File: src/bsr_pkg.sv
`timescale 1ns / 1ps
// ----------------------------------------------------------------------------
// bsr_pkg
// Shared types, codes and constants of the bitmap stream to RGB555 converter.
// ----------------------------------------------------------------------------
package bsr_pkg;

  localparam int POS_W       = 22;
  localparam int MAX_DIM_DEF = 256;
  localparam int OUT_DEPTH   = 4;
  localparam int CFG_W       = 22;

  localparam logic [POS_W-1:0] POS_MAX = {POS_W{1'b1}};

  typedef enum logic [1:0] {
    PH_HEADER,
    PH_SKIP,
    PH_PIXELS,
    PH_DONE
  } phase_t;

  localparam logic [1:0] KIND_PIXEL    = 2'd0;
  localparam logic [1:0] KIND_FINISHED = 2'd1;
  localparam logic [1:0] KIND_ERROR    = 2'd2;

  localparam logic [2:0] ERR_NONE      = 3'd0;
  localparam logic [2:0] ERR_SIGNATURE = 3'd1;
  localparam logic [2:0] ERR_LENGTH    = 3'd2;
  localparam logic [2:0] ERR_DIMS      = 3'd3;
  localparam logic [2:0] ERR_FORMAT    = 3'd4;
  localparam logic [2:0] ERR_EARLY_END = 3'd5;

  localparam logic [1:0] PIC_ANY    = 2'd0;
  localparam logic [1:0] PIC_FULL   = 2'd1;
  localparam logic [1:0] PIC_STRIP  = 2'd2;
  localparam logic [1:0] PIC_SPRITE = 2'd3;

  localparam logic CFG_PICTURE_KIND = 1'b0;
  localparam logic CFG_FILE_LENGTH  = 1'b1;

  localparam logic [7:0] SIG_B = 8'h42;
  localparam logic [7:0] SIG_M = 8'h4D;

  localparam logic [4:0] HP_SIG_B    = 5'd0;
  localparam logic [4:0] HP_SIG_M    = 5'd1;
  localparam logic [4:0] HP_BASE_MUL = 5'd26;
  localparam logic [4:0] HP_BPP_LO   = 5'd28;
  localparam logic [4:0] HP_LAST     = 5'd29;

  localparam logic [31:0] MIN_OFFSET = 32'd30;
  localparam logic [15:0] BPP_24     = 16'd24;
  localparam logic [15:0] BPP_32     = 16'd32;
  localparam logic [31:0] FULL_W     = 32'd240;
  localparam logic [31:0] FULL_H     = 32'd160;
  localparam logic [31:0] STRIP_W    = 32'd240;
  localparam logic [31:0] STRIP_H    = 32'd14;
  localparam logic [31:0] SPRITE_W   = 32'd9;
  localparam logic [31:0] SPRITE_H   = 32'd12;

  typedef struct packed {
    logic [1:0]  kind;
    logic [15:0] addr;
    logic [14:0] color;
    logic [2:0]  err;
    logic        last;
  } result_t;

  typedef struct packed {
    logic    v0;
    logic    v1;
    result_t r0;
    result_t r1;
  } push_t;

  function automatic result_t mk_status(input logic [1:0] kind, input logic [2:0] err);
    result_t r;
    r.kind  = kind;
    r.addr  = '0;
    r.color = '0;
    r.err   = err;
    r.last  = 1'b1;
    return r;
  endfunction

endpackage

File: src/bsr_parser.sv
`timescale 1ns / 1ps
// ----------------------------------------------------------------------------
// bsr_parser
// Header capture and checks, pixel row walk and colour packing, one byte a
// cycle while bytes are being accepted.
// ----------------------------------------------------------------------------
module bsr_parser #(
  parameter int MAX_DIM = bsr_pkg::MAX_DIM_DEF
) (
  input  logic                     clk,
  input  logic                     rst_n,
  input  logic                     in_fire,
  input  logic [7:0]               in_data,
  input  logic                     in_last,
  input  logic [1:0]               picture_kind,
  input  logic [bsr_pkg::POS_W-1:0] file_length,
  output bsr_pkg::push_t           push
);
  import bsr_pkg::*;

  localparam int DIM_W  = $clog2(MAX_DIM + 1);
  localparam int LINE_W = $clog2(4 * MAX_DIM + 1);

  phase_t            phase_r, phase_nxt;
  logic [POS_W-1:0]  pos_r, pos_nxt;
  logic [31:0]       size_r, size_nxt;
  logic [31:0]       offset_r, offset_nxt;
  logic [31:0]       width_r, width_nxt;
  logic [31:0]       height_r, height_nxt;
  logic [7:0]        bpp_lo_r, bpp_lo_nxt;
  logic              is32_r, is32_nxt;
  logic [DIM_W-1:0]  col_r, col_nxt;
  logic [DIM_W-1:0]  row_r, row_nxt;
  logic [LINE_W-1:0] bil_r, bil_nxt;
  logic [LINE_W-1:0] line_r, line_nxt;
  logic [15:0]       base_r, base_nxt;
  logic [15:0]       held_r, held_nxt;
  logic [1:0]        sub_r, sub_nxt;

  logic [4:0]        hp;
  logic [1:0]        lane;
  logic [15:0]       bpp_full;
  logic              sig_bad;
  logic [2:0]        hdr_err;
  logic              hdr_end;
  logic              empty_pic;
  logic [POS_W-1:0]  pos_inc;
  logic              skip_hit;
  logic [DIM_W-1:0]  width_s;
  logic [DIM_W-1:0]  height_s;
  logic              col_active;
  logic              pix_emit;
  logic              sub_wrap;
  logic [LINE_W-1:0] bil_inc;
  logic              line_end;
  logic              pic_end;
  logic [31:0]       base_prod;
  logic [LINE_W-1:0] line24;
  logic              a_v, b_v, c_v;
  result_t           a_r;

  assign hp       = pos_r[4:0];
  assign lane     = 2'(hp - 5'd2);
  assign bpp_full = {in_data, bpp_lo_r};
  assign pos_inc  = (pos_r != POS_MAX) ? pos_r + 1'b1 : pos_r;
  assign skip_hit = ({{(32-POS_W){1'b0}}, pos_inc} == offset_r);
  assign width_s  = width_r[DIM_W-1:0];
  assign height_s = height_r[DIM_W-1:0];
  assign bil_inc  = bil_r + 1'b1;
  assign base_prod = 32'(height_r[15:0] - 16'd1) * 32'(width_r[15:0]);
  assign line24   = LINE_W'((LINE_W'(width_s) * LINE_W'(3) + LINE_W'(3)) >> 2) << 2;

  always_comb begin
    hdr_err = ERR_NONE;
    if (size_r != {{(32-POS_W){1'b0}}, file_length}) begin
      hdr_err = ERR_LENGTH;
    end else if ((picture_kind == PIC_FULL && (width_r != FULL_W || height_r != FULL_H)) ||
                 (picture_kind == PIC_STRIP && (width_r != STRIP_W || height_r != STRIP_H)) ||
                 (picture_kind == PIC_SPRITE &&
                  (width_r != SPRITE_W || height_r != SPRITE_H)) ||
                 width_r > 32'(MAX_DIM) || height_r > 32'(MAX_DIM)) begin
      hdr_err = ERR_DIMS;
    end else if ((bpp_full != BPP_24 && bpp_full != BPP_32) || offset_r < MIN_OFFSET) begin
      hdr_err = ERR_FORMAT;
    end
  end

  always_comb begin
    sig_bad    = (phase_r == PH_HEADER) &&
                 ((hp == HP_SIG_B && in_data != SIG_B) || (hp == HP_SIG_M && in_data != SIG_M));
    hdr_end    = (phase_r == PH_HEADER) && (hp == HP_LAST);
    empty_pic  = (width_r == 32'd0) || (height_r == 32'd0);
    col_active = (phase_r == PH_PIXELS) && (col_r < width_s);
    pix_emit   = col_active && (sub_r == 2'd2);
    sub_wrap   = (sub_r == (is32_r ? 2'd3 : 2'd2));
    line_end   = (phase_r == PH_PIXELS) && (bil_inc == line_r);
    pic_end    = line_end && ((row_r + 1'b1) == height_s);
  end

  always_comb begin
    phase_nxt = phase_r;
    case (phase_r)
      PH_HEADER: begin
        if (sig_bad) begin
          phase_nxt = PH_DONE;
        end else if (hdr_end) begin
          if (hdr_err != ERR_NONE || empty_pic) begin
            phase_nxt = PH_DONE;
          end else if (offset_r == MIN_OFFSET) begin
            phase_nxt = PH_PIXELS;
          end else begin
            phase_nxt = PH_SKIP;
          end
        end
      end
      PH_SKIP: begin
        if (skip_hit) begin
          phase_nxt = PH_PIXELS;
        end
      end
      PH_PIXELS: begin
        if (pic_end) begin
          phase_nxt = PH_DONE;
        end
      end
      default: phase_nxt = phase_r;
    endcase
    if (in_last) begin
      phase_nxt = PH_HEADER;
    end
  end

  always_comb begin
    a_r = mk_status(KIND_ERROR, ERR_SIGNATURE);
    a_v = 1'b0;
    if (sig_bad) begin
      a_v = 1'b1;
    end else if (hdr_end && hdr_err != ERR_NONE) begin
      a_v = 1'b1;
      a_r = mk_status(KIND_ERROR, hdr_err);
    end else if (hdr_end && empty_pic) begin
      a_v = 1'b1;
      a_r = mk_status(KIND_FINISHED, ERR_NONE);
    end else if (pix_emit) begin
      a_v       = 1'b1;
      a_r.kind  = KIND_PIXEL;
      a_r.addr  = base_r + 16'(col_r);
      a_r.color = {held_r[15:11], held_r[7:3], in_data[7:3]};
      a_r.err   = ERR_NONE;
      a_r.last  = 1'b0;
    end
    b_v = pic_end;
    c_v = in_last && (phase_r != PH_DONE) && !sig_bad &&
          !(hdr_end && (hdr_err != ERR_NONE || empty_pic)) && !pic_end;

    push.v0 = 1'b0;
    push.v1 = 1'b0;
    push.r0 = a_r;
    push.r1 = mk_status(KIND_ERROR, ERR_EARLY_END);
    if (a_v) begin
      push.v0 = in_fire;
      push.v1 = in_fire && (b_v || c_v);
      if (b_v) begin
        push.r1 = mk_status(KIND_FINISHED, ERR_NONE);
      end
    end else if (b_v) begin
      push.v0 = in_fire;
      push.r0 = mk_status(KIND_FINISHED, ERR_NONE);
    end else if (c_v) begin
      push.v0 = in_fire;
      push.r0 = mk_status(KIND_ERROR, ERR_EARLY_END);
    end
  end

  always_comb begin
    pos_nxt    = pos_r;
    size_nxt   = size_r;
    offset_nxt = offset_r;
    width_nxt  = width_r;
    height_nxt = height_r;
    bpp_lo_nxt = bpp_lo_r;
    is32_nxt   = is32_r;
    col_nxt    = col_r;
    row_nxt    = row_r;
    bil_nxt    = bil_r;
    line_nxt   = line_r;
    base_nxt   = base_r;
    held_nxt   = held_r;
    sub_nxt    = sub_r;
    case (phase_r)
      PH_HEADER: begin
        if (!sig_bad) begin
          pos_nxt = pos_r + 1'b1;
          case (hp) inside
            [5'd2:5'd5]:   size_nxt[{lane, 3'b000} +: 8] = in_data;
            [5'd10:5'd13]: offset_nxt[{lane, 3'b000} +: 8] = in_data;
            [5'd18:5'd21]: width_nxt[{lane, 3'b000} +: 8] = in_data;
            [5'd22:5'd25]: height_nxt[{lane, 3'b000} +: 8] = in_data;
            HP_BPP_LO:     bpp_lo_nxt = in_data;
            default: ;
          endcase
          if (hp == HP_BASE_MUL) begin
            base_nxt = base_prod[15:0];
          end
          if (hdr_end) begin
            is32_nxt = (bpp_full == BPP_32);
            line_nxt = (bpp_full == BPP_32) ? LINE_W'({width_s, 2'b00}) : line24;
            col_nxt  = '0;
            row_nxt  = '0;
            bil_nxt  = '0;
            sub_nxt  = '0;
            held_nxt = '0;
          end
        end
      end
      PH_SKIP: begin
        pos_nxt = pos_inc;
      end
      PH_PIXELS: begin
        pos_nxt = pos_inc;
        bil_nxt = bil_inc;
        if (col_active) begin
          if (sub_r < 2'd2) begin
            held_nxt = {held_r[7:0], in_data};
          end
          if (sub_wrap) begin
            sub_nxt = '0;
            col_nxt = col_r + 1'b1;
          end else begin
            sub_nxt = sub_r + 1'b1;
          end
        end
        if (line_end) begin
          bil_nxt  = '0;
          col_nxt  = '0;
          sub_nxt  = '0;
          row_nxt  = row_r + 1'b1;
          base_nxt = base_r - width_r[15:0];
        end
      end
      default: ;
    endcase
    if (in_last) begin
      pos_nxt = '0;
    end
  end

  always_ff @(posedge clk) begin
    if (!rst_n) begin
      phase_r <= PH_HEADER;
      pos_r   <= '0;
    end else if (in_fire) begin
      phase_r <= phase_nxt;
      pos_r   <= pos_nxt;
    end
  end

  always_ff @(posedge clk) begin
    if (in_fire) begin
      size_r   <= size_nxt;
      offset_r <= offset_nxt;
      width_r  <= width_nxt;
      height_r <= height_nxt;
      bpp_lo_r <= bpp_lo_nxt;
      is32_r   <= is32_nxt;
      col_r    <= col_nxt;
      row_r    <= row_nxt;
      bil_r    <= bil_nxt;
      line_r   <= line_nxt;
      base_r   <= base_nxt;
      held_r   <= held_nxt;
      sub_r    <= sub_nxt;
    end
  end

endmodule

File: src/bsr_out_fifo.sv
`timescale 1ns / 1ps
// ----------------------------------------------------------------------------
// bsr_out_fifo
// Small result queue that takes up to two results a cycle and hands out one.
// ----------------------------------------------------------------------------
module bsr_out_fifo (
  input  logic             clk,
  input  logic             rst_n,
  input  bsr_pkg::push_t   push,
  output logic             room2,
  output logic             out_valid,
  input  logic             out_ready,
  output bsr_pkg::result_t out_res
);
  import bsr_pkg::*;

  localparam int PTR_W = $clog2(OUT_DEPTH);
  localparam int CNT_W = $clog2(OUT_DEPTH + 1);

  result_t           mem [OUT_DEPTH];
  logic [PTR_W-1:0]  wr_r, wr_nxt;
  logic [PTR_W-1:0]  rd_r, rd_nxt;
  logic [CNT_W-1:0]  cnt_r, cnt_nxt;
  logic              pop;
  logic [PTR_W-1:0]  wr_p1;

  assign pop       = out_valid && out_ready;
  assign out_valid = (cnt_r != '0);
  assign out_res   = mem[rd_r];
  assign room2     = (cnt_r <= CNT_W'(OUT_DEPTH - 2));
  assign wr_p1     = wr_r + 1'b1;

  always_comb begin
    wr_nxt  = wr_r + PTR_W'(push.v0) + PTR_W'(push.v1);
    rd_nxt  = rd_r + PTR_W'(pop);
    cnt_nxt = cnt_r + CNT_W'(push.v0) + CNT_W'(push.v1) - CNT_W'(pop);
  end

  always_ff @(posedge clk) begin
    if (!rst_n) begin
      wr_r  <= '0;
      rd_r  <= '0;
      cnt_r <= '0;
    end else begin
      wr_r  <= wr_nxt;
      rd_r  <= rd_nxt;
      cnt_r <= cnt_nxt;
    end
  end

  always_ff @(posedge clk) begin
    if (push.v0) begin
      mem[wr_r] <= push.r0;
    end
    if (push.v1) begin
      mem[wr_p1] <= push.r1;
    end
  end

endmodule

File: src/bmp_stream_to_rgb555_top.sv
`timescale 1ns / 1ps
// ----------------------------------------------------------------------------
// bmp_stream_to_rgb555_top
// Bitmap file byte stream in, RGB555 pixels with buffer addresses and a
// closing status out.
// ----------------------------------------------------------------------------
//  Channel  Direction  Request
//  in_      slave      one file byte, tlast on the final byte of the file
//  out_     master     one pixel or status result, tlast on the closing status
//  cfg_     write      picture kind (index 0) or file length (index 1)
//
// One byte is taken every cycle; its results are written into a four-entry
// queue in the same cycle. in_tready is low only while fewer than two queue
// entries are free, so a stalled output holds back the input after three or
// four results. Reset is synchronous and returns the parser to the header.
// ----------------------------------------------------------------------------
module bmp_stream_to_rgb555_top #(
  parameter int MAX_DIM = bsr_pkg::MAX_DIM_DEF
) (
  input  logic                      clk,
  input  logic                      rst_n,
  input  logic                      in_tvalid,
  output logic                      in_tready,
  input  logic [7:0]                in_tdata,   // data_byte
  input  logic                      in_tlast,   // last_byte
  output logic                      out_tvalid,
  input  logic                      out_tready,
  output logic [39:0]               out_tdata,  // pixel_address, color, error_code
  output logic [1:0]                out_tuser,  // kind
  output logic                      out_tlast,  // last
  input  logic                      cfg_we,
  input  logic                      cfg_addr,
  input  logic [bsr_pkg::CFG_W-1:0] cfg_wdata
);
  import bsr_pkg::*;

  logic [1:0]       kind_r;
  logic [POS_W-1:0] flen_r;
  logic             in_fire;
  logic             room2;
  push_t            push;
  result_t          res;

  assign in_tready = room2;
  assign in_fire   = in_tvalid && in_tready;

  always_ff @(posedge clk) begin
    if (!rst_n) begin
      kind_r <= PIC_ANY;
      flen_r <= '0;
    end else if (cfg_we) begin
      if (cfg_addr == CFG_PICTURE_KIND) begin
        kind_r <= cfg_wdata[1:0];
      end else begin
        flen_r <= cfg_wdata[POS_W-1:0];
      end
    end
  end

  bsr_parser #(
    .MAX_DIM(MAX_DIM)
  ) u_parser (
    .clk          (clk),
    .rst_n        (rst_n),
    .in_fire      (in_fire),
    .in_data      (in_tdata),
    .in_last      (in_tlast),
    .picture_kind (kind_r),
    .file_length  (flen_r),
    .push         (push)
  );

  bsr_out_fifo u_fifo (
    .clk       (clk),
    .rst_n     (rst_n),
    .push      (push),
    .room2     (room2),
    .out_valid (out_tvalid),
    .out_ready (out_tready),
    .out_res   (res)
  );

  assign out_tdata = {6'b0, res.err, res.color, res.addr};
  assign out_tuser = res.kind;
  assign out_tlast = res.last;

  a_push_needs_accept: assert property (@(posedge clk) disable iff (!rst_n)
    push.v0 |-> in_fire) else $error("result written without an accepted byte");

  a_second_is_closing: assert property (@(posedge clk) disable iff (!rst_n)
    push.v1 |-> (push.v0 && push.r1.last && !push.r0.last))
    else $error("second result of a byte is not the closing status");

  a_no_push_when_full: assert property (@(posedge clk) disable iff (!rst_n)
    !room2 |-> !push.v0) else $error("result written into a full queue");

endmodule

File: config.mk
export PLATFORM = sky130hd
export DESIGN_NAME = bmp_stream_to_rgb555_top
export DESIGN_NICKNAME = d
export VERILOG_FILES = /design/src/bsr_pkg.sv /design/src/bsr_parser.sv /design/src/bsr_out_fifo.sv /design/src/bmp_stream_to_rgb555_top.sv
export SDC_FILE = /design/constraint.sdc
export NUM_CORES = 1
export LEC_CHECK = 0
export BUFFER_PORTS_ARGS = -buffer_cell sky130_fd_sc_hd__buf_4
export CORE_MARGIN = 5
export CORE_UTILIZATION = 59
export DETAILED_ROUTE_END_ITERATION = 6
export GPL_ROUTABILITY_DRIVEN = 0
export PLACE_DENSITY_LB_ADDON = 0.1
export SLEW_MARGIN = 20
export SYNTH_ARGS = -nofsm -noshare
export SYNTH_HDL_FRONTEND = slang
export SYNTH_HIERARCHICAL = 1
export SYNTH_SLANG_ARGS = --single-unit
File: constraint.sdc
create_clock -name clk -period 16 [get_ports clk]
set_input_delay 1.6 -clock clk [delete_from_list [all_inputs] [get_ports clk]]
set_output_delay 1.6 -clock clk [all_outputs]
set_load 0.01 [all_outputs]
==> results of run 1 <==
[critical path, cell delays in order (launching register included)]
cell	delay [ns]
edfxtp_1	0.68
inv_1	0.26
ha_1	0.27
or4b_1	0.64
nor2_1	0.18
xor2_1	0.67
nand2_1	0.17
fa_1	0.51
fa_1	0.51
inv_1	0.05
fa_1	0.47
fa_1	0.55
inv_1	0.06
fa_1	0.50
fa_1	0.45
xnor2_1	0.15
xnor2_1	0.20
xnor2_1	0.17
xnor2_1	0.17
xnor2_1	0.16
xnor2_1	0.15
xnor3_1	0.45
xnor2_1	0.15
mux2i_1	0.09
[sequential cells by signal, summed over array words and instances, names as in the netlist, 11 cells and up]
name               count
u_parser/height_r     32
u_parser/pos_r        22
u_parser/base_r       16
u_parser/offset_r     32
u_parser/bil_r        11
u_fifo/mem           148
u_parser/size_r       32
flen_r                22
u_parser/width_r      32
[cells in the mapped netlist, types with 18 or more instances]
library cell,n
dfxtp_1,55
inv_1,171
a21oi_1,85
fa_1,84
nand4_1,45
nor3_1,25
nand3_1,33
clkbuf_1,58
nor4_1,30
nor2b_1,18
nand2_1,139
mux2_2,112
o21ai_0,29
buf_4,55
nand2b_1,18
edfxtp_1,351
nor2_1,162
xnor2_1,104
o21ai_2,20
mux4_2,37
ha_1,133
and2_1,102
and3_1,35
xor2_1,70
mux2_4,29
[layer usage]
metal / up-vias / global-route usage (%)
li1: 8051 / -
met1: 8557 / 35.10
met2: 623 / 43.12
met3: 119 / 3.776
met4: 0 / 7.281
met5: - / 0
[cell type report]
class | instances | area [sq um]
Inverter | 172 | 645.6
Sequential cell | 406 | 11640
Fill cell | 3471 | 15720
Tap cell | 592 | 740.7
Timing Repair Buffer | 99 | 743.2
Clock buffer | 57 | 1150
Clock inverter | 21 | 237.7
Multi-Input combinational cell | 1565 | 13150
[kinds of logic after synthesis]
group / synth area share [%]
compound gates: 6.843
xor+xnor: 5.927
fa+ha+maj: 12.82
buf+inv: 5.778
flops: 44.61
mux: 10.70
other cells: 0.04315
simple gates: 13.27
[worst min path at each step]
stage | from | end | slack [ns] | cells after the start
after floorplan | flen_r[0] | flen_r[0] | 0.45 | 2
after global placement | flen_r[0] | flen_r[0] | 0.46 | 2
after detailed placement | flen_r[5] | flen_r[5] | 0.46 | 2
after CTS | flen_r[5] | flen_r[5] | 0.47 | 2
after global routing | flen_r[12] | flen_r[12] | 0.49 | 2
final | flen_r[5] | flen_r[5] | 0.47 | 2
[power groups by stage]
stage	Combinational (mW)	Sequential (mW)	Clock, mW
detailed placement	0.541	1.30	0
floorplan	0.353	1.29	0
finish	0.538	1.27	0.992
global placement	0.537	1.29	0
CTS	0.544	1.28	1.01
global route	0.585	1.28	1.06
==> flow_metrics.env, run 1 <==
export IMPL_irDropWorstVdd_mv=0.09820
export IMPL_internal_power_mw=2.051
export IMPL_drt_initial_drc_count=1432
export IMPL_setup_ws_ns=8.076
export IMPL_worst_pin_slew_ns=1.144
export IMPL_ys_async_sr_fraction_pct=0
export IMPL_grt_max_degree=69
export IMPL_vias=17350
export IMPL_dr_max_layer_used="met4"
export IMPL_area_growth_pct=8.483
export IMPL_critPathCapture="u_parser/base_r[15]"
export IMPL_ant_nets=0
export IMPL_setup_tns_final_ns=0
export IMPL_dp_cells=2834
export IMPL_yosys_area_top_type="edfxtp_1"
export IMPL_dp_hpwl_microns=42820
export IMPL_clk_pin_slew_ns=0.07
export IMPL_drc=0
export IMPL_placed_area_sq_um=26920
export IMPL_yosysTopAreaCellShare_pct=40.40
export IMPL_fmax_mhz=126.2
export IMPL_fin_cells=2912
export IMPL_cts_resized=0
export IMPL_fin_nets=2541
export IMPL_yosysSeqAreaShare_pct=44.61
export IMPL_layout_commonest_cell="edfxtp_1"
export IMPL_cts_setup_buffers=0
export IMPL_cts_buffers=43
export IMPL_setup_viol=0
export IMPL_routed_wl_microns=61910
export IMPL_yosysWarnings=6
export IMPL_synth_edff_count=351
export IMPL_pwr_share_clk_pct=35.4
export IMPL_fp_dieH_microns=220.3
export IMPL_power_density_nw_per_um2=99.08
export IMPL_pwr_share_comb_pct=19.2
export IMPL_grt_pass1_wl_microns=97170
export IMPL_worstReg2RegStart="u_parser/height_r[0]"
export IMPL_holdBufCountCts=0
export IMPL_cp_required_ns=16.29
export IMPL_p_sw_mw=0.7534
export IMPL_dr_pass1_iters=5
export IMPL_dr_wl_met3_microns=4108
export IMPL_seqPwrFrac_pct=45.4
export IMPL_rsz0062_at_grt="no"
export IMPL_core_sq_um=44030
export IMPL_min_period_ns=7.924
export IMPL_timing_final_hold_violations=0
export IMPL_ioPinCount=82
export IMPL_final_util_pct=64.29
export IMPL_stdcell_area_sq_um=28310
export IMPL_synth_distinct_cells=87
export IMPL_clockRootBuffer="clkbuf_16"
export IMPL_ys_seq_elements=406
export IMPL_post_place_ws_ns=8.093
export IMPL_switching_share_pct=26.86
export IMPL_drv_cap=0
export IMPL_postSynthCellCount=2246
export IMPL_drt_met1_wl_microns=25830
export IMPL_die_w_microns=220.3
export IMPL_start_util_pct=59.26
export IMPL_r2r_setup_slack_ns=8.08
export IMPL_antenna_found_initial=0
export IMPL_layout_drive_gt1_share_pct=17.16
export IMPL_slew_headroom_pct=23.51
export IMPL_period_share_pct=49.52
export IMPL_reg2reg_to="u_parser/base_r[15]"
export IMPL_whs_ns=0.4685
export IMPL_path_max_fanout=18
export IMPL_grt_pass1_vias=17442
export IMPL_end_kind="register"
export IMPL_power_leakage_nw=11.10
export IMPL_gr_usage_all_layers_pct=25.65
export IMPL_dieArea_sq_um=48530
export IMPL_antenna_cells=0
export IMPL_clockBufferDepth=3
export IMPL_port_buffers=75
export IMPL_clock_latency_ns=0.58
export IMPL_synth_top_flop_cell="edfxtp_1"
export IMPL_cts_htree_levels=2
export IMPL_cts_sinks=406
export IMPL_clock_skew_ns=0.01637
export IMPL_r2r_cells=23
export IMPL_final_cell_mix="351 x edfxtp_1, 171 x inv_1, 161 x nor2_1"
export IMPL_num_rows=77
export IMPL_finalPower_mw=2.805
export IMPL_status="completed"
export IMPL_synth_area_leaders="edfxtp_1 40%, fa_1 6.4%, ha_1 6.4%"
export IMPL_vias_per_cell=5.958
export IMPL_wl_per_cell_microns=21.26
export IMPL_synth_area_sq_um=26090
export IMPL_cp_startpoint="u_parser/height_r[0]"
export IMPL_critPathKind="register to register"
export IMPL_critPathLaunchType="register"
export IMPL_wl_met2_microns=30260
export IMPL_hp_class="register to register"
export IMPL_worstPathArrival_ns=8.21
export IMPL_grt_overflow_total=0
export IMPL_maxSlewViolCount=0
export IMPL_cts_tree="done"
export IMPL_syn_area_per_cell_sq_um=11.62
(Power assumes the default switching activity.)
==> run 2, diff against run 1 <==
clock period = 8.1 ns   (was 16 ns; I/O delays follow)
==> flow_metrics.env, run 2 (synthesis gave the netlist of run 1 again) <==
export IMPL_setup_viol=0
export IMPL_die_w_microns=220.3
export IMPL_seqPwrFrac_pct=45.5
export IMPL_rsz0062_at_grt="no"
export IMPL_grt_pass1_wl_microns=95570
export IMPL_largest_register_ff_count=148
export IMPL_port_buffers=75
export IMPL_final_cell_mix="351 x edfxtp_1, 171 x inv_1, 160 x nor2_1"
export IMPL_end_kind="register"
export IMPL_clockRootBuffer="clkbuf_16"
export IMPL_antenna_found_initial=0
export IMPL_final_util_pct=64.37
export IMPL_fp_dieH_microns=220.3
export IMPL_vias=17302
export IMPL_grt_pass1_vias=17234
export IMPL_dp_cells=2837
export IMPL_worstPathArrival_ns=7.58
export IMPL_switching_share_pct=27.09
export IMPL_cp_required_ns=8.38
export IMPL_drv_cap=0
export IMPL_num_rows=77
export IMPL_clock_latency_ns=0.57
export IMPL_violations="DRC"
export IMPL_vias_per_cell=5.927
export IMPL_power_leakage_nw=11.12
export IMPL_slew_headroom_pct=19.41
export IMPL_cp_cell_sequence="inv_1 -> ha_1 -> or4b_1 -> o41a_1 -> or2_2 -> nand2_1 -> fa_1 -> fa_1 -> inv_1 -> fa_1 -> fa_1 -> inv_1 -> fa_1 -> fa_1 -> xnor2_1 -> xnor2_1 -> xnor2_1 -> xnor2_1 -> xnor2_1 -> xnor2_1 -> xnor3_1 -> xnor2_1 -> mux2i_1"
export IMPL_start_util_pct=59.26
export IMPL_grt_overflow_total=0
export IMPL_path_max_fanout=10
export IMPL_crit_buf_inv=3
export IMPL_critPathKind="register to register"
export IMPL_cts_sinks=406
export IMPL_power_density_nw_per_um2=195.4
export IMPL_cts_resized=0
export IMPL_cp_common_cell="xnor2_1"
export IMPL_clock_skew_ns=0.02128
export IMPL_min_period_ns=7.294
export IMPL_drc=1
export IMPL_reg2reg_to="u_parser/base_r[15]"
export IMPL_cts_buffers=44
export IMPL_area_growth_pct=8.617
export IMPL_cp_depth=23
export IMPL_fin_cells=2919
export IMPL_r2r_setup_slack_ns=0.81
export IMPL_cts_htree_levels=2
export IMPL_setup_tns_final_ns=0
export IMPL_pwr_share_clk_pct=35.2
export IMPL_clockBufferDepth=3
export IMPL_timing_final_hold_violations=0
export IMPL_dieArea_sq_um=48530
export IMPL_cts_setup_buffers=0
export IMPL_irDropWorstVdd_mv=0.2060
export IMPL_hp_class="register to register"
export IMPL_ioPinCount=82
export IMPL_worstReg2RegStart="u_parser/height_r[1]"
export IMPL_cp_slowest_cell="or4b_1"
export IMPL_cts_tree="done"
export IMPL_internal_power_mw=4.037
export IMPL_gr_usage_all_layers_pct=25.26
export IMPL_fmax_mhz=137.1
export IMPL_routed_wl_microns=61760
export IMPL_core_sq_um=44030
export IMPL_dr_max_layer_used="met4"
export IMPL_period_share_pct=90.05
export IMPL_fill_cells=3430
export IMPL_status="finished, violations left"
export IMPL_layout_commonest_cell="edfxtp_1"
export IMPL_clk_pin_slew_ns=0.07
export IMPL_critPathLaunchType="register"
export IMPL_holdBufCountCts=0
export IMPL_drt_met1_wl_microns=25740
export IMPL_cp_startpoint="u_parser/height_r[1]"
export IMPL_dr_wl_met3_microns=3862
export IMPL_max_stage_delay_ns=0.63
export IMPL_grt_max_degree=69
export IMPL_fin_nets=2545
export IMPL_r2r_cells=23
export IMPL_worst_pin_slew_ns=1.205
export IMPL_ant_nets=0
export IMPL_dp_hpwl_microns=43410
export IMPL_layout_drive_gt1_share_pct=17.40
export IMPL_cp_top_family="adder cells"
export IMPL_wl_met2_microns=30540
export IMPL_top_register="u_fifo/mem"
export IMPL_critPathCapture="u_parser/base_r[15]"
export IMPL_antenna_cells=0
export IMPL_wl_per_cell_microns=21.16
export IMPL_p_sw_mw=1.500
export IMPL_dr_pass1_iters=7
export IMPL_pwr_share_comb_pct=19.3
export IMPL_maxSlewViolCount=0
export IMPL_drt_initial_drc_count=1475
[run 2: cell types whose count changed in the layout (fill, tap and decap cells not counted), moves of 2 or more]
| cell | before | now |
|---|---|---|
| bufinv_16 | 4 | 2 |
| clkbuf_16 | 44 | 46 |
| clkinv_2 | 5 | 8 |
| buf_4 | 99 | 102 |
[run 2: final cells by class]
| class | instances | area (sq um) | share of cell area [%] |
|---|---|---|---|
| multi-input cells | 1565 | 13150 | 46.39 |
| flip-flops and latches | 406 | 11640 | 41.08 |
| clock buffers | 60 | 1214 | 4.282 |
| repair buffers | 102 | 765.7 | 2.702 |
| well taps | 592 | 740.7 | 2.614 |
| inverters | 172 | 645.6 | 2.278 |
| clock inverters | 22 | 183.9 | 0.6490 |
[run 2: worst min-delay path by stage]
| stage | startpoint | end | depth (start not counted) |
|---|---|---|---|
| after global placement | flen_r[21] | flen_r[21] | 2 |
| after global routing | cfg_wdata[13] | flen_r[13] | 3 |
| after detailed placement | flen_r[0] | flen_r[0] | 2 |
| after floorplan | flen_r[0] | flen_r[0] | 2 |
| final | flen_r[20] | flen_r[20] | 2 |
| after CTS | cfg_wdata[20] | flen_r[20] | 3 |
[run 2: power by group through the flow]
stage	combinational [mW]	clock, mW	sequential, mW
after floorplan	0.698	0	2.55
after global placement	1.06	0	2.55
after detailed placement	1.07	0	2.56
after CTS	1.08	1.99	2.52
after global routing	1.15	2.08	2.53
final	1.07	1.95	2.52
[run 2: worst reg2reg max path: stages, from the launching register on]
cell,delay (ns)
edfxtp_1,0.48
inv_1,0.10
ha_1,0.25
or4b_1,0.63
o41a_1,0.43
or2_2,0.35
nand2_1,0.11
fa_1,0.43
fa_1,0.55
inv_1,0.05
fa_1,0.47
fa_1,0.50
inv_1,0.06
fa_1,0.50
fa_1,0.45
xnor2_1,0.15
xnor2_1,0.19
xnor2_1,0.17
xnor2_1,0.16
xnor2_1,0.16
xnor2_1,0.14
xnor3_1,0.45
xnor2_1,0.15
mux2i_1,0.09
[run 2: routing by layer]
layer / track usage [%] / up-vias
li1: - / 8050
met1: 34.32 / 8540
met2: 43.17 / 603
met3: 3.379 / 109
met4: 6.907 / 0
met5: 0 / -
[run 2: through the flow]
step                hold WS, ns  area, sq um  worst slack, ns  power, mW
floorplan                0.4473        26230            1.151      3.244
detailed placement       0.4624        26940           0.8369      3.638
CTS                      0.4686        28340           0.8029      5.587
global placement         0.4593        26940           0.9825      3.613
global route             0.4741        28340           0.3995      5.761
finish                   0.4715        28340           0.8057      5.537
==> run 3, diff against run 2 <==
ABC_AREA = 1   (was unset)
==> flow_metrics.env, run 3 <==
export IMPL_timing_final_hold_violations=0
export IMPL_fmax_mhz=139.2
export IMPL_synth_xor_area_share_pct=2.171
export IMPL_cts_sinks=406
export IMPL_dp_hpwl_microns=53260
export IMPL_cp_slowest_cell="edfxtp_1"
export IMPL_fp_dieH_microns=228.8
export IMPL_grt_pass1_wl_microns=119400
export IMPL_internal_power_mw=4.300
export IMPL_synth_top_flop_cell="edfxtp_1"
export IMPL_seqPwrFrac_pct=40.9
export IMPL_synth_area_mux_share_pct=0
export IMPL_synth_top_family_by_area="simple AND/OR/NAND/NOR gates"
export IMPL_power_leakage_nw=14.15
export IMPL_num_rows=80
export IMPL_die_w_microns=228.8
export IMPL_worst_pin_slew_ns=1.066
export IMPL_drt_initial_drc_count=2202
export IMPL_yosys_area_top_type="edfxtp_1"
export IMPL_clk_pin_slew_ns=0.06
export IMPL_post_place_ws_ns=1.077
export IMPL_cts_htree_levels=2
export IMPL_pwr_share_comb_pct=28.4
export IMPL_ant_nets=0
export IMPL_area_growth_pct=7.156
export IMPL_grt_pass1_vias=22775
export IMPL_layout_drive_gt1_share_pct=6.385
export IMPL_drv_cap=0
export IMPL_cp_required_ns=8.42
export IMPL_top_register="u_fifo/mem"
export IMPL_yosysTopAreaCellShare_pct=37.32
export IMPL_cts_buffers=45
export IMPL_vias=23811
export IMPL_yosys_area_share_simple_pct=27.34
export IMPL_dieArea_sq_um=52340
export IMPL_synth_area_leaders="edfxtp_1 37%, nand2_1 13%, inv_1 7.6%"
export IMPL_synth_area_sq_um=28240
export IMPL_yosysWarnings=6
export IMPL_synthTopCellsByCount="955 x nand2_1, 573 x inv_1, 369 x nor2_1"
export IMPL_min_period_ns=7.186
export IMPL_p_sw_mw=2.246
export IMPL_slew_headroom_pct=28.65
export IMPL_critPathKind="register to register"
export IMPL_end_kind="register"
export IMPL_hp_class="input pin to register"
export IMPL_wl_per_cell_microns=17.54
export IMPL_irDropWorstVdd_mv=0.2044
export IMPL_cts_setup_buffers=0
export IMPL_port_buffers=75
export IMPL_antenna_cells=0
export IMPL_clock_skew_ns=0.01303
export IMPL_switching_share_pct=34.30
export IMPL_clock_latency_ns=0.57
export IMPL_fin_nets=3821
export IMPL_ys_async_sr_fraction_pct=0
export IMPL_fill_cells=4030
export IMPL_violations="DRC"
export IMPL_crit_buf_inv=6
export IMPL_ioPinCount=82
export IMPL_synth_distinct_cells=56
export IMPL_finalPower_mw=6.546
export IMPL_fin_cells=4217
export IMPL_setup_ws_ns=0.9141
export IMPL_start_util_pct=59.39
export IMPL_synth_most_common_cell="nand2_1"
export IMPL_grt_max_degree=87
export IMPL_yosysSeqAreaShare_pct=41.22
export IMPL_cts_resized=0
export IMPL_drc=17
export IMPL_gr_usage_all_layers_pct=27.91
export IMPL_worstPathArrival_ns=7.50
export IMPL_placed_area_sq_um=28820
export IMPL_setup_viol=0
export IMPL_synth_compound_area_share_pct=5.711
export IMPL_ys_seq_elements=406
export IMPL_clockBufferDepth=3
export IMPL_status="finished, violations left"
export IMPL_maxSlewViolCount=0
export IMPL_vias_per_cell=5.646
export IMPL_cp_top_family="adder cells"
export IMPL_largest_register_ff_count=148
export IMPL_setup_tns_final_ns=0
export IMPL_stdcell_area_sq_um=30260
export IMPL_grt_overflow_total=0
export IMPL_max_stage_delay_ns=0.69
export IMPL_path_max_fanout=15
export IMPL_final_cell_mix="954 x nand2_1, 572 x inv_1, 368 x nor2_1"
export IMPL_postSynthCellCount=3559
export IMPL_critPathLaunchType="register"
export IMPL_rsz0062_at_grt="no"
export IMPL_routed_wl_microns=73980
export IMPL_power_density_nw_per_um2=216.3
export IMPL_holdBufCountCts=0
export IMPL_dr_pass1_iters=7
export IMPL_dp_cells=4135
export IMPL_cts_tree="done"
export IMPL_period_share_pct=88.72
export IMPL_pwr_share_clk_pct=30.7
export IMPL_layout_commonest_cell="nand2_1"
export IMPL_synthAdderAreaFrac_pct=11.85
export IMPL_clockRootBuffer="clkbuf_16"
export IMPL_synth_edff_count=351
export IMPL_core_sq_um=47550
export IMPL_antenna_found_initial=0
export IMPL_syn_area_per_cell_sq_um=7.935
==> run 3: cell types whose count changed after synthesis, moves of 32 or more <==
cell     change
inv_1      +402
and3_1      -32
nor2_1     +207
xnor2_1     -75
and2_1     -101
nand3_1    +227
nand2_1    +816
o21ai_0     +53
mux4_2      -37
mux2_2     -112
buf_2       +34
nand4_1     +67
==> run 3: stage by stage <==
step	util (%)	hold slack [ns]
after floorplan	-	0.4516
after global placement	60.61	0.4728
after detailed placement	60.61	0.4735
after CTS	63.64	0.4512
after global routing	63.64	0.4630
final	63.64	0.4774
==> run 3: path summary, 6_finish.rpt <==
path | startpoint | end | slack (ns) | depth (start not counted)
worst max-delay path | u_parser/height_r[0] | u_parser/base_r[15] | 0.91 | 27
worst min-delay path | cfg_wdata[4] | flen_r[4] | 0.48 | 3
worst max register to register | u_parser/height_r[0] | u_parser/base_r[15] | 0.91 | 27
worst min register to register | u_parser/pos_r[5] | u_parser/pos_r[5] | 0.50 | 2
==> run 3: power by group through the flow <==
stage / logic (mW) / clock network, mW / registers, mW
after floorplan: 1.25 / 0 / 2.67
after global placement: 1.80 / 0 / 2.71
after detailed placement: 1.84 / 0 / 2.72
after CTS: 1.85 / 2.04 / 2.67
after global routing: 2.07 / 2.14 / 2.69
final: 1.86 / 2.01 / 2.68
==> run 3: kinds of logic after synthesis <==
kind of cell,count (synthesis)
simple gates,1816
buf+inv,764
fa+ha+maj,217
compound gates,283
other cells,3
flops,406
xor+xnor,70
==> run 3: metal layers <==
layer  global-route usage, %  part of all wire, %
met1                   37.93                   41
met2                   46.32                   47
met3                   4.447                  9.0
met4                   9.040                  3.0
met5                       0                    0
==> run 3: worst min-delay path: cells and delay by family <==
kind,cells,cell delay [ns]
buffers and inverters,1,0.08
AO/OA/AOI/OAI,1,0.06
AND/OR/NAND/NOR,1,0.07
==> run 3: final cells by class <==
| class | instances | area [sq um] | area share, % |
|---|---|---|---|
| Multi-Input combinational cell | 2425 | 13450 | 44.46 |
| Sequential cell | 406 | 11640 | 38.47 |
| Inverter | 591 | 2218 | 7.331 |
| Clock buffer | 54 | 1211 | 4.002 |
| Tap cell | 615 | 769.5 | 2.543 |
| Timing Repair Buffer | 98 | 735.7 | 2.431 |
| Clock inverter | 28 | 229.0 | 0.7567 |
